===== config.mk =====
export PLATFORM = sky130hd
export DESIGN_NAME = spb_queue
export DESIGN_NICKNAME = d
export VERILOG_FILES = /design/src/rtl/core/spb_pkg.sv /design/src/rtl/core/spb_queue.sv
export SDC_FILE = /design/constraint.sdc
export NUM_CORES = 1
export LEC_CHECK = 0
export ABC_AREA = 1
export BUFFER_PORTS_ARGS = -buffer_cell sky130_fd_sc_hd__buf_4
export CAP_MARGIN = 0
export CORE_UTILIZATION = 40
export CTS_BUF_LIST = sky130_fd_sc_hd__clkbuf_4 sky130_fd_sc_hd__clkbuf_8 sky130_fd_sc_hd__clkbuf_16
export DETAILED_ROUTE_END_ITERATION = 8
export GPL_ROUTABILITY_DRIVEN = 0
export PLACE_DENSITY = 0.61
export SYNTH_ARGS = -nofsm -noshare
export SYNTH_HDL_FRONTEND = slang
export SYNTH_SLANG_ARGS = --single-unit

===== constraint.sdc =====
create_clock -name clk -period 10.7 [get_ports clk]
set_input_delay 1.605 -clock clk [delete_from_list [all_inputs] [get_ports clk]]
set_output_delay 1.605 -clock clk [all_outputs]
set_load 0.1 [all_outputs]

===== src/rtl/core/spb_pkg.sv =====
// Shared definitions for the sprite page blitter: defaults, codes and the command record.
// Used by spb_queue, spb_front, spb_back and the top level; depends on nothing.
package spb_pkg;

  localparam int FB_WIDTH_DEF  = 128;
  localparam int FB_HEIGHT_DEF = 64;
  // Widest framebuffer address over the supported geometry range.
  localparam int ADDR_W_MAX    = 16;
  localparam int QUEUE_DEPTH   = 4;

  localparam logic OP_DRAW = 1'b0;
  localparam logic OP_READ = 1'b1;

  localparam logic [1:0] MODE_XOR  = 2'd0;
  localparam logic [1:0] MODE_OR   = 2'd1;
  localparam logic [1:0] MODE_CLR  = 2'd2;
  localparam logic [1:0] MODE_NONE = 2'd3;

  localparam logic REG_SHIFT_X = 1'b0;
  localparam logic REG_SHIFT_Y = 1'b1;

  typedef enum logic {
    ST_CLEAR,
    ST_RUN
  } spb_state_t;

  typedef struct packed {
    logic                  is_read;
    logic                  rd_zero;
    logic                  en0;
    logic                  en1;
    logic [1:0]            mode;
    logic [7:0]            bits0;
    logic [7:0]            bits1;
    logic [ADDR_W_MAX-1:0] addr0;
    logic [ADDR_W_MAX-1:0] addr1;
  } spb_cmd_t;

endpackage


===== src/rtl/core/spb_queue.sv =====
// Short command queue between the front classifier and the back memory engine.
// Depends on spb_pkg.
module spb_queue (
  input  logic              clk,
  input  logic              rst,
  input  logic              push,
  input  spb_pkg::spb_cmd_t push_cmd,
  output logic              push_ready,
  input  logic              pop,
  output logic              head_valid,
  output spb_pkg::spb_cmd_t head_cmd
);

  localparam int QD = spb_pkg::QUEUE_DEPTH;
  localparam int PW = $clog2(QD);
  localparam int CW = $clog2(QD + 1);

  spb_pkg::spb_cmd_t entries [QD];
  logic [PW-1:0]     wr_ptr;
  logic [PW-1:0]     rd_ptr;
  logic [CW-1:0]     count;
  logic              do_push;
  logic              do_pop;

  assign push_ready = (count != CW'(QD));
  assign head_valid = (count != '0);
  assign head_cmd   = entries[rd_ptr];
  assign do_push    = push && push_ready;
  assign do_pop     = pop && head_valid;

  always_ff @(posedge clk) begin
    if (do_push) begin
      entries[wr_ptr] <= push_cmd;
    end
  end

  always_ff @(posedge clk) begin
    if (rst) begin
      wr_ptr <= '0;
      rd_ptr <= '0;
      count  <= '0;
    end else begin
      if (do_push) begin
        wr_ptr <= (wr_ptr == PW'(QD - 1)) ? '0 : wr_ptr + 1'b1;
      end
      if (do_pop) begin
        rd_ptr <= (rd_ptr == PW'(QD - 1)) ? '0 : rd_ptr + 1'b1;
      end
      if (do_push && !do_pop) begin
        count <= count + 1'b1;
      end else if (do_pop && !do_push) begin
        count <= count - 1'b1;
      end
    end
  end

  a_pop_nonempty: assert property (@(posedge clk) disable iff (rst)
    pop |-> count != '0)
    else $error("queue popped while empty");

  a_count_grows: assert property (@(posedge clk) disable iff (rst)
    (push && push_ready && !pop) |=> count == $past(count) + 1'b1)
    else $error("queue count did not follow a lone push");

endmodule


==> parameters.txt, run 1 <==
Parameter                              Value

Run status
  Run status ... finished, final reports clean

Detailed routing
  Number of DRC markers in iteration 0 ... 284
  Post-detailed-route wirelength per cell ... 18.3 um
  Routed wire length ... 18.0 mm
  Average vias per placed instance ... 5.18
  Vias post-DR ... 5102
  Initial DRT Pass Iterations ... 4
  Post-route ant nets ... 0
  Post-detailed-route DRC marker count ... 0

Critical path
  Cell with the largest stage delay on the worst path ... dfxtp_2
  Crit path arrival time ... 3.00 ns
  Delay of the slowest cell on the worst path ... 1.05 ns
  Critical path endpoint category ... output pin
  Cell-by-cell trace of the critical path ... inv_2 > o21ai_1 > o22ai_1 > buf_4
  Top delay family on crit path ... flip-flops
  Buffering stage count on the worst path with inverters included ... 2
  Crit Path Class ... reg -> out
  CP startpoint kind ... flop
  Critical path fanouts, max ... 55
  Worst endpoint required time ... 9.10 ns

Placement
  Placed cell areas ... 9530 sq um
  Worst setup slack before clock tree synthesis ... 6.54 ns
  Count of buffers inserted at the top-level ports ... 113
  HPWL after detailed placement ... 9.72 mm

Yosys
  Synthesized area per cell ... 14.4 sq um
  Share of flip-flops with an asynchronous set or reset after synthesis ... 0%
  Primary flip-flop cell chosen by synthesis mapping ... edfxtp_1
  Count of cell types in the netlist ... 21
  Area of the mapped netlist ... 8480 sq um
  Seq/Total Area, Yosys ... 78.6%
  Cell count after synthesis ... 591
  Number of synthesized flops with an enable pin ... 216
  Yosys synthesis warning count ... 0
  Number of nets produced by synthesis ... 656
  Synthesized flop and latch total ... 225

Final layout
  P&R area growth vs syn ... 21.3%
  Sequential cell area ... 6670 sq um
  Share of final-layout standard cells stronger than drive strength 1 ... 22.0%
  Area used by multi-input combinational logic ... 1580 sq um
  Ant. Diodes ... 0
  Top library cells by usage in the layout, fill and taps aside ... 216 x edfxtp_1, 119 x nor2_1, 117 x buf_4
  Most common cell after layout, fill and taps aside ... edfxtp_1
  Post-route standard cell area excluding fillers ... 10300 sq um
  Layout fillers ... 1731
  Total Nets Final ... 764

Die
  Standard-cell rows ... 52
  Core outline area ... 20500 sq um
  Die Footprint ... 21800 sq um
  Starting Density ... 41.4%
  Die extent in x ... 148 um
  Count of boundary I/O pins ... 114
  Die H ... 148 um

Global route
  Global-route wire length before repair ... 27.8 mm
  Antenna violations before repair ... 0
  Global Route Usage Sum ... 16.6%
  Number of global-route vias before repair ... 5238
  Global route total overflow ... 0
  Largest net degree at the start of global routing ... 110

Timing
  Worst Slack Setup Final ... 6.09 ns
  Number of hold violations in the final report ... 0
  Worst-margin pin slew ... 1.13 ns
  Unrepaired setup endpoints after global routing ... false
  Pins over their slew limit ... 0
  Sum Neg Setup Slack ... 0 ns
  Post-layout minimum cycle time ... 4.61 ns
  Fraction of the cycle the final worst path needs ... 43.1%
  Tightest slew margin relative to the limit ... 24.5%
  Final setup violating endpoints ... 0
  Achievable frequency ... 0.217 GHz
  Clock skew after layout ... 0.0228 ns

Flow run
  Max-capacitance violation count ... 0

Clocking
  H-tree level count ... 1
  Cts-stage hold buffer count ... 0
  Clock slew at reported path FFs ... 0.06 ns
  Post_cts resized ... 0
  Total CTS buffers ... 23
  Number of clock sinks ... 225
  Clock tree from TritonCTS ... yes
  Root Driver ... clkbuf_16
  Number of buffers inserted to repair setup after CTS ... 0
  Maximum clock insertion buffer count ... 3
  Clock latency on the worst-skew pair ... 0.52 ns

Hold path
  Worst min-delay path class ... reg -> reg
final timing paths:
| check | to | cells past startpoint | slack [ns] | from |
|---|---|---|---|---|
| worst max-delay path | head_cmd[51] | 4 | 6.09 | flop |
| worst min-delay path | flop | 2 | 0.52 | rd_ptr[1]$_SDFFE_PP0P_ |
| worst max register to register | entries[2][53]$_DFFE_PP_ | 5 | 8.08 | count[0]$_SDFFE_PP0P_ |
| worst min register to register | flop | 2 | 0.52 | rd_ptr[1]$_SDFFE_PP0P_ |
kinds of logic after synthesis:
| group | Yosys count | share of synthesized area [%] |
|---|---|---|
| buffers and inverters | 50 | 3.16 |
| adder cells (fa/ha/maj) | 7 | 1.12 |
| AND/OR/NAND/NOR | 142 | 6.43 |
| flip-flops | 225 | 78.6 |
| XOR/XNOR | 1 | 0.103 |
| AO/OA/AOI/OAI | 166 | 10.6 |
worst min-delay path, cell delays in order, from the launching register on:
cell	delay (ns)
dfxtp_1	0.31
a21oi_1	0.11
nor2_1	0.06
flip-flops by register name (all words and copies together) (netlist names), named ones only:
name	count
count	3
entries	216
rd_ptr	2
wr_ptr	2
cells in the mapped netlist, types with 2 or more instances:
| master | n | area share, % |
|---|---|---|
| buf_6 | 4 | 0.53 |
| o22ai_1 | 54 | 4.0 |
| ha_1 | 6 | 0.89 |
| dfxtp_1 | 9 | 2.1 |
| nand2_1 | 14 | 0.62 |
| clkbuf_2 | 7 | 0.41 |
| inv_1 | 14 | 0.62 |
| buf_2 | 20 | 1.2 |
| nor2_1 | 123 | 5.4 |
| o21ai_0 | 94 | 5.5 |
| edfxtp_1 | 216 | 76 |
| o21ai_1 | 15 | 0.89 |
| nand3_1 | 2 | 0.12 |
| nand3b_1 | 2 | 0.18 |
| a21oi_1 | 3 | 0.18 |
| buf_4 | 3 | 0.27 |
per-layer routing:
layer,up-vias,track usage [%],routed length [um]
li1,2421,-,-
met5,-,0,0
met1,2540,21.2,7900
met2,122,28.7,8890
met4,0,4.18,244
met3,19,3.36,978
final cells by class:
class                   count  area share, %
clock inverters            13           1.40
clock buffers              28           5.96
flip-flops and latches    225           64.9
inverters                  16          0.632
well taps                 270           3.28
multi-input cells         316           15.3
repair buffers            117           8.54
metrics by stage:
stage | std cells | hold slack (ns) | util (%)
6_report | 985 | 0.518 | 50.2
3_3_place_gp | 944 | 0.508 | 46.5
2_1_floorplan | 591 | 0.483 | -
3_5_place_dp | 944 | 0.510 | 46.5
5_1_grt | 985 | 0.554 | 50.2
4_1_cts | 985 | 0.519 | 50.2
Power of run 1 is not shown: default switching activity piles up to over one toggle a cycle in this logic, so the estimate is an artifact.
==> run 2, diff against run 1 <==
==> constraint.sdc (replaced) <==
create_clock -name clk -period 4.4 [get_ports clk]
set_input_delay 0.66 -clock clk [delete_from_list [all_inputs] [get_ports clk]]
set_output_delay 0.66 -clock clk [all_outputs]
set_load 0.1 [all_outputs]
==> parameters.txt, run 2 (synthesis gave the netlist of run 1 again) <==
Parameter                              Value

Critical path
  Worst endpoint required time ... 3.74 ns (-5.36 ns)
  Cell repeated most along the worst path ... buf_4
  Top delay family on crit path ... buffers and inverters
  Critical path endpoint category ... output pin
  Cell-by-cell trace of the critical path ... buf_4 > o21ai_0 > o22ai_1 > buf_4
  Critical path fanouts, max ... 64 (+16%)
  CP startpoint kind ... flop
  Path depth of the worst reg2reg path ... 5 (unchanged)
  Critical path depth in cells ... 4 (unchanged)
  Crit Path Class ... reg -> out
  Cell with the largest stage delay on the worst path ... dfxtp_4
  Crit path arrival time ... 2.60 ns (-0.40 ns)
  Delay of the slowest cell on the worst path ... 0.64 ns (-0.41 ns)
  Buffering stage count on the worst path with inverters included ... 2 (unchanged)

Global route
  Global Route Usage Sum ... 16.5% (-0.085 points)
  Largest net degree at the start of global routing ... 109 (-0.91%)
  Met2 layer usage reported by global route ... 29.0% (+0.24 points)
  Met3 Use GR ... 3.27% (-0.093 points)
  Antenna violations before repair ... 0 (unchanged)
  Met1 Use GR ... 20.4% (-0.82 points)
  Global-route wire length before repair ... 27.7 mm (-0.52%)
  Global-route layer with the greatest usage ... met2
  Number of global-route vias before repair ... 5118 (-2.3%)
  Global route total overflow ... 0 (unchanged)

Final layout
  Number of flip-flops in the largest register ... 216 (unchanged)
  Ant. Diodes ... 0 (unchanged)
  Most common cell after layout, fill and taps aside ... edfxtp_1
  P&R area growth vs syn ... 22.6%
  Top library cells by usage in the layout, fill and taps aside ... 216 x edfxtp_1, 119 x nor2_1, 115 x buf_4
  Total Nets Final ... 768 (+0.52%)
  Share of the core filled with cells ... 50.7% (+0.55 points)
  Biggest registers after layout ... entries x216, count x3
  Post-route standard cell area excluding fillers ... 10400 sq um (+1.1%)
  Register bank with the most flops ... entries
  Share of final-layout standard cells stronger than drive strength 1 ... 23.3% (+1.3 points)

Die
  Die H ... 148 um (unchanged)
  Starting Density ... 41.4% (unchanged)
  Count of boundary I/O pins ... 114 (unchanged)
  Standard-cell rows ... 52 (unchanged)
  Die Footprint ... 21800 sq um (unchanged)
  Die extent in x ... 148 um (unchanged)
  Core outline area ... 20500 sq um (unchanged)

Hold path
  Hold Path Stages ... 2 (unchanged)
  Worst min-delay path class ... in -> reg

Placement
  Placed cell areas ... 9600 sq um (+0.68%)
  Count of buffers inserted at the top-level ports ... 113 (unchanged)
  HPWL after detailed placement ... 9.82 mm (+1.1%)

Timing
  Pins over their slew limit ... 0 (unchanged)
  Number of hold violations in the final report ... 0 (unchanged)
  Fraction of the cycle the final worst path needs ... 74.0%
  Tightest slew margin relative to the limit ... 29.2% (+4.7 points)
  Unrepaired setup endpoints after global routing ... false
  Post-layout minimum cycle time ... 3.26 ns
  Sum Neg Setup Slack ... 0 ns (unchanged)
  Clock skew after layout ... 0.00841 ns (-0.0144 ns)
  Final setup violating endpoints ... 0 (unchanged)
  Achievable frequency ... 0.307 GHz
  Worst-margin pin slew ... 1.06 ns (-0.0716 ns)

Clocking
  Post_cts resized ... 0 (unchanged)
  Maximum clock insertion buffer count ... 3 (unchanged)
  Number of buffers inserted to repair setup after CTS ... 0 (unchanged)
  Root Driver ... clkbuf_16
  H-tree level count ... 1 (unchanged)
  Clock latency on the worst-skew pair ... 0.51 ns (about the same)
  Cts-stage hold buffer count ... 0 (unchanged)
  Clock slew at reported path FFs ... 0.06 ns (about the same)
  Number of clock sinks ... 225 (unchanged)
  Total CTS buffers ... 25 (+8.7%)
  Clock tree from TritonCTS ... yes

Detailed routing
  Average vias per placed instance ... 5.13 (-0.90%)
  Vias post-DR ... 5092 (-0.20%)
  Routed wire length ... 17.8 mm (-1.2%)
  Initial DRT Pass Iterations ... 4 (unchanged)
  Post-detailed-route DRC marker count ... 0 (unchanged)
  Number of DRC markers in iteration 0 ... 266 (-6.3%)
  Post-route ant nets ... 0 (unchanged)
  Post-detailed-route wirelength per cell ... 17.9 um (-1.9%)

Flow run
  Max-capacitance violation count ... 0 (unchanged)

Run status
  Run status ... finished, final reports clean
run 2: cell count changes in the layout (fill, tap and decap cells not counted), sizes merged:
cell | before | now
buf | 117 | 119
bufinv | 3 | 2
clkbuf | 28 | 34
run 2: area by class of cell:
type,count,area [sq um]
fillers,1713,10100
flip-flops and latches,225,6670
multi-input cells,316,1580
repair buffers,119,943
clock buffers,34,693
well taps,270,338
clock inverters,12,111
inverters,16,65.1
run 2: worst paths after layout:
path	from	slack [ns]	endpoint
worst max-delay path	flop	1.14	head_cmd[44]
worst min-delay path	rst	0.32	count[0]$_SDFFE_PP0P_
worst max register to register	count[0]$_SDFFE_PP0P_	1.97	entries[0][31]$_DFFE_PP_
worst min register to register	rd_ptr[1]$_SDFFE_PP0P_	0.53	flop
run 2: per-stage QoR:
step,std cells,setup WS (ns),hold WS (ns)
6_report,992,1.14,0.320
5_1_grt,992,0.923,0.295
4_1_cts,992,1.09,0.303
3_5_place_dp,946,1.63,0.519
3_3_place_gp,946,1.68,0.507
2_1_floorplan,591,0.179,0.483
run 2: worst reg2reg max path: stages, from the launching register on:
cell and delay, ns:
dfxtp_1 0.39, nor2_1 0.08, nand2_1 0.18, nand2_1 0.29, nor2_4 0.84, buf_12 0.32
run 2: metal layers:
metal	part of all wire [%]	up-vias
li1	-	2430
met1	41	2511
met2	51	122
met3	5.1	29
met4	2.3	0
met5	0	-
Power of run 2 is left out for the same reason.
