==> src/rtl/core/spb_pkg.sv <==
// Shared definitions for the sprite page blitter: defaults, codes and the command record.
// Used by spb_queue, spb_front, spb_back and the top level; depends on nothing.
package spb_pkg;

  localparam int FB_WIDTH_DEF  = 128;
  localparam int FB_HEIGHT_DEF = 64;
  // Widest framebuffer address over the supported geometry range.
  localparam int ADDR_W_MAX    = 16;
  localparam int QUEUE_DEPTH   = 4;

  localparam logic OP_DRAW = 1'b0;
  localparam logic OP_READ = 1'b1;

  localparam logic [1:0] MODE_XOR  = 2'd0;
  localparam logic [1:0] MODE_OR   = 2'd1;
  localparam logic [1:0] MODE_CLR  = 2'd2;
  localparam logic [1:0] MODE_NONE = 2'd3;

  localparam logic REG_SHIFT_X = 1'b0;
  localparam logic REG_SHIFT_Y = 1'b1;

  typedef enum logic {
    ST_CLEAR,
    ST_RUN
  } spb_state_t;

  typedef struct packed {
    logic                  is_read;
    logic                  rd_zero;
    logic                  en0;
    logic                  en1;
    logic [1:0]            mode;
    logic [7:0]            bits0;
    logic [7:0]            bits1;
    logic [ADDR_W_MAX-1:0] addr0;
    logic [ADDR_W_MAX-1:0] addr1;
  } spb_cmd_t;

endpackage

==> src/rtl/core/spb_in_if.sv <==
// Input channel of the sprite page blitter: valid/ready handshake and item fields.
// Depends on nothing.
interface spb_in_if;
  logic               valid;
  logic               ready;
  logic               op;
  logic signed [15:0] pos_x;
  logic signed [15:0] pos_y;
  logic [7:0]         width;
  logic [7:0]         height;
  logic [1:0]         mode;
  logic               flip_x;
  logic [4:0]         sprite_row;
  logic [7:0]         sprite_col;
  logic [7:0]         sprite_byte;
  logic [9:0]         read_addr;

  modport source (
    output valid, op, pos_x, pos_y, width, height, mode, flip_x,
    output sprite_row, sprite_col, sprite_byte, read_addr,
    input  ready
  );
  modport sink (
    input  valid, op, pos_x, pos_y, width, height, mode, flip_x,
    input  sprite_row, sprite_col, sprite_byte, read_addr,
    output ready
  );
endinterface

==> src/rtl/core/spb_front.sv <==
// Front end: takes items, translates and clips sprite bytes and turns them into memory commands.
// Depends on spb_pkg and spb_in_if; feeds spb_queue.
module spb_front #(
  parameter int FB_WIDTH  = spb_pkg::FB_WIDTH_DEF,
  parameter int FB_HEIGHT = spb_pkg::FB_HEIGHT_DEF
) (
  input  logic               clk,
  input  logic               rst,
  spb_in_if.sink             in_ch,
  input  logic               run,
  input  logic signed [15:0] shift_x,
  input  logic signed [15:0] shift_y,
  input  logic               q_ready,
  output logic               q_push,
  output spb_pkg::spb_cmd_t  q_cmd
);

  localparam int FB_PAGES = FB_HEIGHT / 8;
  localparam int FB_BYTES = FB_WIDTH * FB_PAGES;
  localparam int AMW      = spb_pkg::ADDR_W_MAX;
  localparam logic signed [17:0] XMAX = 18'(FB_WIDTH - 1);
  localparam logic signed [17:0] YMAX = 18'(FB_HEIGHT - 1);
  localparam logic signed [13:0] PMAX = 14'(FB_PAGES - 1);

  logic               s1_valid;
  logic               s1_op;
  logic signed [15:0] s1_x;
  logic signed [15:0] s1_y;
  logic [7:0]         s1_w;
  logic [7:0]         s1_h;
  logic [1:0]         s1_mode;
  logic               s1_flip;
  logic [4:0]         s1_row;
  logic [7:0]         s1_col;
  logic [7:0]         s1_bits;
  logic [9:0]         s1_raddr;

  logic signed [17:0] xs;
  logic signed [17:0] ys;
  logic signed [17:0] w18;
  logic signed [17:0] h18;
  logic signed [17:0] c18;
  logic signed [17:0] xw;
  logic signed [17:0] yh;
  logic signed [17:0] col;
  logic signed [13:0] page;
  logic [2:0]         off;
  logic               en0;
  logic               en1;
  logic               drop;
  logic               s1_leave;
  int                 page_i;
  int                 col_i;

  assign s1_leave    = drop || q_ready;
  assign in_ch.ready = run && (!s1_valid || s1_leave);

  always_ff @(posedge clk) begin
    if (rst) begin
      s1_valid <= 1'b0;
    end else if (in_ch.ready) begin
      s1_valid <= in_ch.valid;
    end else if (s1_leave) begin
      s1_valid <= 1'b0;
    end
  end

  always_ff @(posedge clk) begin
    if (in_ch.ready && in_ch.valid) begin
      s1_op    <= in_ch.op;
      s1_x     <= in_ch.pos_x + shift_x;
      s1_y     <= in_ch.pos_y + shift_y;
      s1_w     <= in_ch.width;
      s1_h     <= in_ch.height;
      s1_mode  <= in_ch.mode;
      s1_flip  <= in_ch.flip_x;
      s1_row   <= in_ch.sprite_row;
      s1_col   <= in_ch.sprite_col;
      s1_bits  <= in_ch.sprite_byte;
      s1_raddr <= in_ch.read_addr;
    end
  end

  always_comb begin
    xs     = {{2{s1_x[15]}}, s1_x};
    ys     = {{2{s1_y[15]}}, s1_y};
    w18    = {10'b0, s1_w};
    h18    = {10'b0, s1_h};
    c18    = {10'b0, s1_col};
    xw     = xs + w18;
    yh     = ys + h18;
    col    = s1_flip ? (xw - 18'sd1 - c18) : (xs + c18);
    page   = {s1_y[15], s1_y[15:3]} + {9'b0, s1_row};
    off    = s1_y[2:0];
    en0    = (page >= 14'sd0);
    en1    = (off != 3'd0) && (page < PMAX) && (page >= -14'sd1);
    page_i = int'(page);
    col_i  = int'(col);

    drop = (s1_mode == spb_pkg::MODE_NONE) || (xw < 18'sd0) || (xs > XMAX) ||
           (yh < 18'sd0) || (ys > YMAX) || (s1_col >= s1_w) ||
           ({s1_row, 3'b000} >= s1_h) || (col < 18'sd0) || (col > XMAX) ||
           (page > PMAX) || !(en0 || en1);
    if (s1_op == spb_pkg::OP_READ) begin
      drop = 1'b0;
    end

    q_cmd = '0;
    if (s1_op == spb_pkg::OP_READ) begin
      q_cmd.is_read = 1'b1;
      q_cmd.rd_zero = ({22'b0, s1_raddr} >= 32'(FB_BYTES));
      q_cmd.en0     = 1'b1;
      q_cmd.addr0   = AMW'(s1_raddr);
    end else begin
      q_cmd.mode  = s1_mode;
      q_cmd.en0   = en0;
      q_cmd.en1   = en1;
      q_cmd.bits0 = s1_bits << off;
      q_cmd.bits1 = s1_bits >> (4'd8 - {1'b0, off});
      q_cmd.addr0 = AMW'(page_i * FB_WIDTH + col_i);
      q_cmd.addr1 = AMW'((page_i + 1) * FB_WIDTH + col_i);
    end

    q_push = s1_valid && !drop;
  end

  a_push_has_work: assert property (@(posedge clk) disable iff (rst)
    q_push |-> (q_cmd.en0 || q_cmd.en1))
    else $error("command queued with no memory access");

endmodule

==> src/flat_wrapper.sv <==
// flat-port wrapper written by rule: the top's interface ports become plain ports
module spb_front_flat 
#(
  parameter int FB_WIDTH  = spb_pkg::FB_WIDTH_DEF,
  parameter int FB_HEIGHT = spb_pkg::FB_HEIGHT_DEF
)
  (clk, rst, run, shift_x, shift_y, q_ready, q_push, q_cmd, in_ch_valid, in_ch_op, in_ch_pos_x, in_ch_pos_y, in_ch_width, in_ch_height, in_ch_mode, in_ch_flip_x, in_ch_sprite_row, in_ch_sprite_col, in_ch_sprite_byte, in_ch_read_addr, in_ch_ready);
  spb_in_if in_ch_i ();
  input  logic clk;
  input  logic rst;
  input  logic run;
  input  logic signed [15:0] shift_x;
  input  logic signed [15:0] shift_y;
  input  logic q_ready;
  output logic q_push;
  output spb_pkg::spb_cmd_t q_cmd;
  input wire logic [$bits(in_ch_i.valid)-1:0] in_ch_valid;
  input wire logic [$bits(in_ch_i.op)-1:0] in_ch_op;
  input wire logic [$bits(in_ch_i.pos_x)-1:0] in_ch_pos_x;
  input wire logic [$bits(in_ch_i.pos_y)-1:0] in_ch_pos_y;
  input wire logic [$bits(in_ch_i.width)-1:0] in_ch_width;
  input wire logic [$bits(in_ch_i.height)-1:0] in_ch_height;
  input wire logic [$bits(in_ch_i.mode)-1:0] in_ch_mode;
  input wire logic [$bits(in_ch_i.flip_x)-1:0] in_ch_flip_x;
  input wire logic [$bits(in_ch_i.sprite_row)-1:0] in_ch_sprite_row;
  input wire logic [$bits(in_ch_i.sprite_col)-1:0] in_ch_sprite_col;
  input wire logic [$bits(in_ch_i.sprite_byte)-1:0] in_ch_sprite_byte;
  input wire logic [$bits(in_ch_i.read_addr)-1:0] in_ch_read_addr;
  output wire logic [$bits(in_ch_i.ready)-1:0] in_ch_ready;
  assign in_ch_i.valid = in_ch_valid;
  assign in_ch_i.op = in_ch_op;
  assign in_ch_i.pos_x = in_ch_pos_x;
  assign in_ch_i.pos_y = in_ch_pos_y;
  assign in_ch_i.width = in_ch_width;
  assign in_ch_i.height = in_ch_height;
  assign in_ch_i.mode = in_ch_mode;
  assign in_ch_i.flip_x = in_ch_flip_x;
  assign in_ch_i.sprite_row = in_ch_sprite_row;
  assign in_ch_i.sprite_col = in_ch_sprite_col;
  assign in_ch_i.sprite_byte = in_ch_sprite_byte;
  assign in_ch_i.read_addr = in_ch_read_addr;
  assign in_ch_ready = in_ch_i.ready;
  spb_front #(.FB_WIDTH(FB_WIDTH), .FB_HEIGHT(FB_HEIGHT)) u_core (.clk(clk), .rst(rst), .in_ch(in_ch_i), .run(run), .shift_x(shift_x), .shift_y(shift_y), .q_ready(q_ready), .q_push(q_push), .q_cmd(q_cmd));
endmodule
==> config.mk <==
export PLATFORM = sky130hd
export DESIGN_NAME = spb_front_flat
export DESIGN_NICKNAME = d
export VERILOG_FILES = /design/src/rtl/core/spb_pkg.sv /design/src/rtl/core/spb_in_if.sv /design/src/rtl/core/spb_front.sv /design/src/flat_wrapper.sv
export SDC_FILE = /design/constraint.sdc
export NUM_CORES = 1
export LEC_CHECK = 0
export ABC_CLOCK_PERIOD_IN_PS = 13100
export BUFFER_PORTS_ARGS = -buffer_cell sky130_fd_sc_hd__buf_2
export CELL_PAD_IN_SITES_DETAIL_PLACEMENT = 0
export CELL_PAD_IN_SITES_GLOBAL_PLACEMENT = 2
export CORE_MARGIN = 1
export CORE_UTILIZATION = 37
export CTS_CLUSTER_DIAMETER = 60
export DETAILED_ROUTE_END_ITERATION = 6
export PLACE_DENSITY_LB_ADDON = 0.15
export SYNTH_ARGS = -nofsm -noshare
export SYNTH_HDL_FRONTEND = slang
export SYNTH_SLANG_ARGS = --single-unit
export TNS_END_PERCENT = 1
==> constraint.sdc <==
create_clock -name clk -period 13.1 [get_ports clk]
set_clock_uncertainty 0.15 [all_clocks]
set_input_delay 0.655 -clock clk [delete_from_list [all_inputs] [get_ports clk]]
set_output_delay 0.655 -clock clk [all_outputs]
set_load 0.02 [all_outputs]
==> impl_metrics.sql, run 1 <==
INSERT INTO impl_metrics (metric_group, metric, value, unit) VALUES
('worst_hold_path', 'hold_class', 'in2reg', ''),
('synth', 'share_of_the_synthesized_area_in_the_top_cell_type', '0.3084', ''),
('layout', 'fillerInstances', '2152', ''),
('route', 'avgRoutedWirePerCell', '15.30', 'um'),
('global_route', 'first_global_vias', '6360', ''),
('synth', 'syn-instance-count', '872', ''),
('floorplan', 'pin_count', '176', ''),
('power', 'p_seq_frac', '0.312', ''),
('sta', 'worst_slack', '6.531', 'ns'),
('worst_setup_path', 'worstSetupEndpointType', 'primary output', ''),
('worst_setup_path', 'crit_slowest_cell', 'fa_1', ''),
('power', 'sw_pwr', '0.4065', 'mW'),
('worst_setup_path', 'maximum_fanout_encountered_on_the_critical_timing_path', '4', ''),
('worst_setup_path', 'max_stage_delay', '0.39', 'ns'),
('synth', 'synthesis.area_per_instance', '9.269', 'sq um'),
('sta', 'final.min_clock_period', '6.569', 'ns'),
('synth', 'synth.distinct_cells', '73', ''),
('power', 'p_clk_frac', '0.249', ''),
('synth', 'synth.cell_area', '8083', 'sq um'),
('sta', 'grt_setup_unrepaired', 'false', ''),
('synth', 'postSynthNetCount', '1095', ''),
('global_route', 'globalRoute.totalOverflow', '0', ''),
('placed_design', 'port_buffers', '174', ''),
('synth', 'synth_edf_count', '83', ''),
('clock_network', 'insertion_delay', '0.36', 'ns'),
('placed_design', 'hpwl', '16170', 'um'),
('power', 'irDropWorstVdd', '0.06017', 'mV'),
('sta', 'final_min_period_over_clock_period', '0.5014', ''),
('route', 'drtPass1Iterations', '4', ''),
('sta', 'setup_violations', '0', ''),
('synth', 'synth.most_common_cell', 'ha_1', ''),
('clock_network', 'cts_inserted_buffers', '9', ''),
('layout', 'multi_input_comb_area', '5161', 'sq um'),
('global_route', 'grt_first_pass_wirelength', '32290', 'um'),
('power', 'pwr-share-comb', '0.439', ''),
('worst_setup_path', 'timing.critical_path.arrival', '5.76', 'ns'),
('global_route', 'grt_antenna_before_repair', '1', ''),
('worst_setup_path', 'critical_path_depth', '29', ''),
('route', 'dr.first_iter.drc_count', '345', ''),
('clock_network', 'h-tree-depth', '3', ''),
('power', 'p_leak', '4.202', 'nW'),
('floorplan', 'dieWidth', '149.8', 'um'),
('outcome', 'status', 'finished, final reports clean', ''),
('layout', 'num-nets-final', '1259', ''),
('floorplan', 'initial_utilization', '0.3809', ''),
('sta', 'hold_violations', '0', ''),
('worst_setup_path', 'cp_top_family', 'compound AO/OA/AOI/OAI gates', ''),
('placed_design', 'gp_congestion', '0.8276', ''),
('power', 'power.switching_fraction', '0.3782', ''),
('floorplan', 'die_area', '22440', 'sq um'),
('synth', 'postSynthRegisterBits', '84', ''),
('sta', 'max_slew.worst_pin.slew', '1.024', 'ns'),
('layout', 'area.sequential', '2512', 'sq um'),
('clock_network', 'postCtsSetupBuffers', '0', ''),
('layout', 'antennaDiodeCount', '0', ''),
('sta', 'setup-tns-final', '0', 'ns'),
('sta', 'finalMaxSlewViolations', '0', ''),
('synth', 'synth_top_cells_by_area', 'edfxtp_1, ha_1, xnor2_1', ''),
('route', 'drt_drc_violations_left', '0', ''),
('layout', 'final_layout_size_suffix_gt1_frac', '0.2123', ''),
('worst_setup_path', 'r2r.worst_path.cells', '21', ''),
('floorplan', 'die_height', '149.8', 'um'),
('route', 'totalWireLength', '20140', 'um'),
('global_route', 'global_route.usage.total', '0.1837', ''),
('clock_network', 'cts_repair_resize_count', '0', ''),
('clock_network', 'clock_path_buffers', '2', ''),
('placed_design', 'preCtsSetupSlack', '6.947', 'ns'),
('synth', 'synth_sequential_area_ratio', '0.3108', ''),
('clock_network', 'cts_root_buf', 'clkbuf_16', ''),
('global_route', 'grt_start_max_net_pins', '56', ''),
('clock_network', 'tritoncts_num_sinks', '84', '');
==> metrics by stage <==
stage / power, mW / hold WS [ns] / instances / instance area (sq um) / util
detailed placement: 0.8146 / 0.5653 / 1300 / 9181 / 0.4327
floorplan: 0.6882 / 0.4603 / 872 / 8083 / -
finish: 1.075 / 0.3169 / 1316 / 9482 / 0.4468
global placement: 0.8153 / 0.5493 / 1300 / 9181 / 0.4327
global route: 1.153 / 0.3006 / 1316 / 9482 / 0.4468
CTS: 1.088 / 0.3027 / 1316 / 9482 / 0.4468
==> power by group through the flow <==
stage	Combinational [mW]	Clock (mW)	Sequential [mW]
after floorplan	0.355	0	0.333
after global placement	0.474	0	0.342
after detailed placement	0.473	0	0.341
after CTS	0.477	0.276	0.336
after global routing	0.530	0.284	0.338
final	0.472	0.267	0.336
==> kinds of logic (layout without fill, tap and decap cells) <==
family / Yosys count / count (layout) / synth area share
fa+ha+maj: 106 / 106 / 0.1706
simple gates: 258 / 258 / 0.1590
buf+inv: 96 / 265 / 0.05155
flops: 84 / 84 / 0.3108
compound gates: 221 / 221 / 0.1842
mux: 30 / 30 / 0.04102
xor+xnor: 76 / 76 / 0.08235
other cells: 1 / 1 / 0.0004640
==> cells in the final DEF (no fill, tap or decap), types with 6 or more instances in the layout <==
master / Yosys / routed
or3_1: 6 / 6
nor4_1: 11 / 11
a211oi_1: 14 / 14
nor3_1: 18 / 18
nand2_1: 39 / 39
inv_1: 70 / 70
a31oi_1: 8 / 8
mux2i_1: 23 / 23
xnor2_1: 57 / 57
xor2_1: 19 / 19
nand2b_1: 12 / 12
o21a_1: 13 / 13
a21boi_0: 11 / 11
nor2_1: 90 / 90
nand4_1: 7 / 7
o211ai_1: 9 / 9
buf_2: 1 / 174
o21bai_1: 9 / 9
ha_1: 95 / 95
nor2b_1: 16 / 15
clkbuf_16: 0 / 9
a21oi_1: 61 / 61
a21o_1: 25 / 25
nor3b_1: 7 / 7
edfxtp_1: 83 / 83
nand3_1: 23 / 23
o21ai_0: 32 / 32
fa_1: 8 / 8
and2_1: 6 / 6
==> worst paths after layout <==
| path | from | endpoint | slack, ns |
|---|---|---|---|
| max | u_core.s1_x[0]$_DFFE_PP_ | q_cmd[15] | 6.53 |
| min | in_ch_sprite_col[0] | u_core.s1_col[0]$_DFFE_PP_ | 0.32 |
| max reg2reg | u_core.s1_x[0]$_DFFE_PP_ | u_core.s1_w[1]$_DFFE_PP_ | 7.27 |
| min reg2reg | u_core.s1_valid$_SDFFE_PP0P_ | u_core.s1_valid$_SDFFE_PP0P_ | 0.57 |
==> cell type report <==
class                           instances  area share
Inverter                               72     0.02850
Timing Repair Buffer                  177     0.09422
Sequential cell                        84      0.2650
Tap cell                              275     0.03629
Clock inverter                          6    0.007522
Clock buffer                           10     0.02415
Multi-Input combinational cell        692      0.5443
==> registers in the layout, summed over array words and instances, names as in the netlist, 5 cells and up <==
name and cells:
u_core.s1_x 16, u_core.s1_y 16, u_core.s1_raddr 10, u_core.s1_bits 8, u_core.s1_col 8, u_core.s1_h 8
u_core.s1_w 8, u_core.s1_row 5
==> metal layers <==
metal	wire length, um	part of all wire	vias to the layer above	global-route usage
met4	175	0.0087	2	0.03889
met2	8546	0.42	152	0.2775
met5	13	0.00065	-	0
met3	922	0.046	15	0.03537
li1	-	-	3512	-
met1	10480	0.52	3019	0.2691
Power figures use the tool's default switching activity.
==> run 2, diff against run 1 <==
- ABC_CLOCK_PERIOD_IN_PS: 13100 -> 5500
- CORE_UTILIZATION: 37 -> 31
- clock period: 13.1 -> 5.5 ns (I/O delays scaled with it)
==> run 2 against run 1 <==
The run now ends with negative setup slack left. Sequential share of layout area decreased by 2.7 points. Combinational power rose to 2.8 times the previous value. Total power increased to 2.6 times the previous value. Final area rose by 12%. Via count grew 5.1%. Utilization down 3.0 points. Worst hold slack lost 0.29 ns. Die area up 19%. Worst setup slack got worse by 6.6 ns. Register-to-register slack got worse by 6.7 ns. Sequential power grew 140%. Largest cell class unchanged. Largest power group unchanged.
==> impl_metrics.sql, run 2 (synthesized netlist as in run 1, its figures left out) <==
INSERT INTO impl_metrics (metric_group, metric, value, unit) VALUES
('floorplan', 'placement_rows', '58', ''),
('placed_design', 'preCtsSetupSlack', '-0.1184', 'ns'),
('placed_design', 'placedInstanceArea', '9478', 'sq um'),
('sta', 'fin_hold_ws', '0.02910', 'ns'),
('power', 'irDropWorstVdd', '0.2006', 'mV'),
('route', 'totalWireLength', '21390', 'um'),
('worst_setup_path', 'max_stage_delay', '0.41', 'ns'),
('global_route', 'globalRoute.totalOverflow', '0', ''),
('sta', 'final.min_clock_period', '5.599', 'ns'),
('global_route', 'grt_start_max_net_pins', '50', ''),
('sta', 'final_min_period_over_clock_period', '1.018', ''),
('global_route', 'grt_antenna_before_repair', '0', ''),
('layout', 'num-nets-final', '1355', ''),
('global_route', 'grt_first_pass_wirelength', '34800', 'um'),
('floorplan', 'die_height', '163.5', 'um'),
('layout', 'antennaDiodeCount', '0', ''),
('sta', 'finalMaxSlewViolations', '0', ''),
('clock_network', 'cts_inserted_buffers', '9', ''),
('worst_setup_path', 'r2r_start', 'u_core.s1_w[1]$_DFFE_PP_', ''),
('placed_design', 'placed_cells_incl_taps', '1382', ''),
('clock_network', 'insertion_delay', '0.35', 'ns'),
('power', 'p_int', '1.755', 'mW'),
('sta', 'fmax', '0.1786', 'GHz'),
('layout', 'area.sequential', '2512', 'sq um'),
('power', 'power', '2.792', 'mW'),
('power', 'pwr_density_cell', '263.9', 'nW/um^2'),
('sta', 'grt_setup_unrepaired', 'true', ''),
('sta', 'setup-tns-final', '-0.2670', 'ns'),
('worst_setup_path', 'timing.critical_path.arrival', '5.17', 'ns'),
('power', 'p_seq_frac', '0.287', ''),
('power', 'p_leak', '4.682', 'nW'),
('sta', 'worst_slack', '-0.09936', 'ns'),
('layout', 'final_layout_size_suffix_gt1_frac', '0.2568', ''),
('layout', 'design_area', '10580', 'sq um'),
('sta', 'max_slew.worst_pin.slew', '0.8545', 'ns'),
('placed_design', 'gp_congestion', '0.7972', ''),
('worst_setup_path', 'timing.critical_path.from_type', 'register', ''),
('power', 'pwr-share-comb', '0.477', ''),
('layout', 'area_delta_synth_final', '30.85', '%'),
('route', 'drtPass1Iterations', '4', ''),
('clock_network', 'cts_root_buf', 'clkbuf_16', ''),
('sta', 'hold_violations', '0', ''),
('clock_network', 'clock_tree_from_tritoncts', 'done', ''),
('route', 'drt_drc_violations_left', '0', ''),
('floorplan', 'initial_utilization', '0.3182', ''),
('power', 'power.switching_fraction', '0.3714', ''),
('placed_design', 'port_buffers', '174', ''),
('layout', 'multi_input_comb_area', '5291', 'sq um'),
('floorplan', 'dieWidth', '163.5', 'um'),
('layout', 'commonest_cells_after_routing_fill_and_taps_aside', 'buf_2, ha_1, nor2_1', ''),
('outcome', 'status', 'complete, but fails checks', ''),
('worst_setup_path', 'worstSetupEndpointType', 'primary output', ''),
('placed_design', 'hpwl', '17170', 'um'),
('run', 'max_cap_viol_count', '0', ''),
('power', 'p_clk_frac', '0.236', ''),
('sta', 'setup_violations', '5', ''),
('power', 'sw_pwr', '1.037', 'mW'),
('worst_setup_path', 'startpoint', 'u_core.s1_x[0]$_DFFE_PP_', ''),
('layout', 'fin_util', '0.4164', ''),
('floorplan', 'die_area', '26720', 'sq um'),
('global_route', 'global_route.usage.total', '0.1646', ''),
('route', 'drt.antenna.violating_nets', '0', ''),
('outcome', 'failed_checks', 'negative setup slack', ''),
('route', 'routed-via-count', '7039', ''),
('worst_hold_path', 'hold_path.startpoint', 'rst', ''),
('clock_network', 'clock_path_buffers', '2', ''),
('sta', 'headroom_to_the_max_slew_limit', '0.4259', ''),
('layout', 'final_common_cell', 'buf_2', ''),
('floorplan', 'floorplan.core_area', '25400', 'sq um'),
('clock_network', 'clock_pin_slew_worst_setup_and_hold_paths', '0.08', 'ns'),
('route', 'avgRoutedWirePerCell', '14.58', 'um'),
('layout', 'largestRegisters', 'u_core.s1_x (16), u_core.s1_y (16), u_core.s1_raddr (10)', ''),
('worst_setup_path', 'maximum_fanout_encountered_on_the_critical_timing_path', '3', ''),
('worst_setup_path', 'crit_slowest_cell', 'edfxtp_1', ''),
('layout', 'fillerInstances', '2580', ''),
('clock_network', 'h-tree-depth', '3', ''),
('worst_hold_path', 'hold_class', 'in2reg', ''),
('layout', 'final-instance-count-excl-fill', '1467', ''),
('worst_setup_path', 'cp_data_required_time', '5.08', 'ns'),
('clock_network', 'tritoncts_num_sinks', '84', ''),
('floorplan', 'pin_count', '176', ''),
('worst_setup_path', 'timing_worst_setup_path_type', 'reg2out', ''),
('global_route', 'first_global_vias', '6883', ''),
('route', 'avgViaCountPerCell', '4.798', ''),
('route', 'dr.first_iter.drc_count', '254', '');
## run 2: cell types whose count changed in the layout (fill, tap and decap cells not counted), sizes merged
cell	before	now
buf	177	222
clkbuf	10	9
clkinvlp	2	0
dlygate4sd3	0	51
inv	73	76
## run 2: what timing repair did
action / in CTS / in global routing
setup buffers: 15 / 3
resized for setup: 27 / 11
endpoints found under the setup margin: 10 / 12
hold buffers: 51 / 0
hold endpoints to repair: 51 / 0
pin swaps: 19 / 8
## run 2: worst max-delay path, delay by kind of cell, from the launching register on
| family | cells | cell delay (ns) |
|---|---|---|
| AOI/OAI and AO/OA | 11 | 1.49 |
| and+or+nand+nor | 8 | 0.73 |
| xor gates and xnor gates | 3 | 0.48 |
| buffers and inverters | 3 | 0.38 |
| adders and majority gates | 5 | 1.29 |
| DFF | 1 | 0.41 |
## run 2: path summary, 6_finish.rpt
kind	end	slack (ns)	cells after the start
worst max-delay path	q_cmd[15]	-0.1	30
worst min-delay path	u_core.s1_valid$_SDFFE_PP0P_	0.03	2
worst min register to register	u_core.s1_valid$_SDFFE_PP0P_	0.57	2
worst max register to register	u_core.s1_x[4]$_DFFE_PP_	0.55	19
## run 2: power groups by stage
| stage | registers, mW | logic (mW) | clock network, mW |
|---|---|---|---|
| after floorplan | 0.791 | 0.846 | 0 |
| after global placement | 0.815 | 1.22 | 0 |
| after detailed placement | 0.815 | 1.21 | 0 |
| after CTS | 0.800 | 1.33 | 0.686 |
| after global routing | 0.805 | 1.49 | 0.715 |
| final | 0.800 | 1.33 | 0.659 |
## run 2: final cells by class
cell class              count  share of cell area
clock inverters             7            0.008754
flip-flops and latches     84              0.2375
clock buffers               9             0.02129
repair buffers            273              0.1675
inverters                  72             0.02555
well taps                 330             0.03904
multi-input cells         692              0.5003
## run 2: layer usage
metal	vias to the layer above	part of all wire	track usage
li1	3709	-	-
met5	-	0	0
met2	118	0.44	0.2635
met1	3200	0.51	0.2295
met4	0	0.0090	0.03157
met3	12	0.038	0.03174
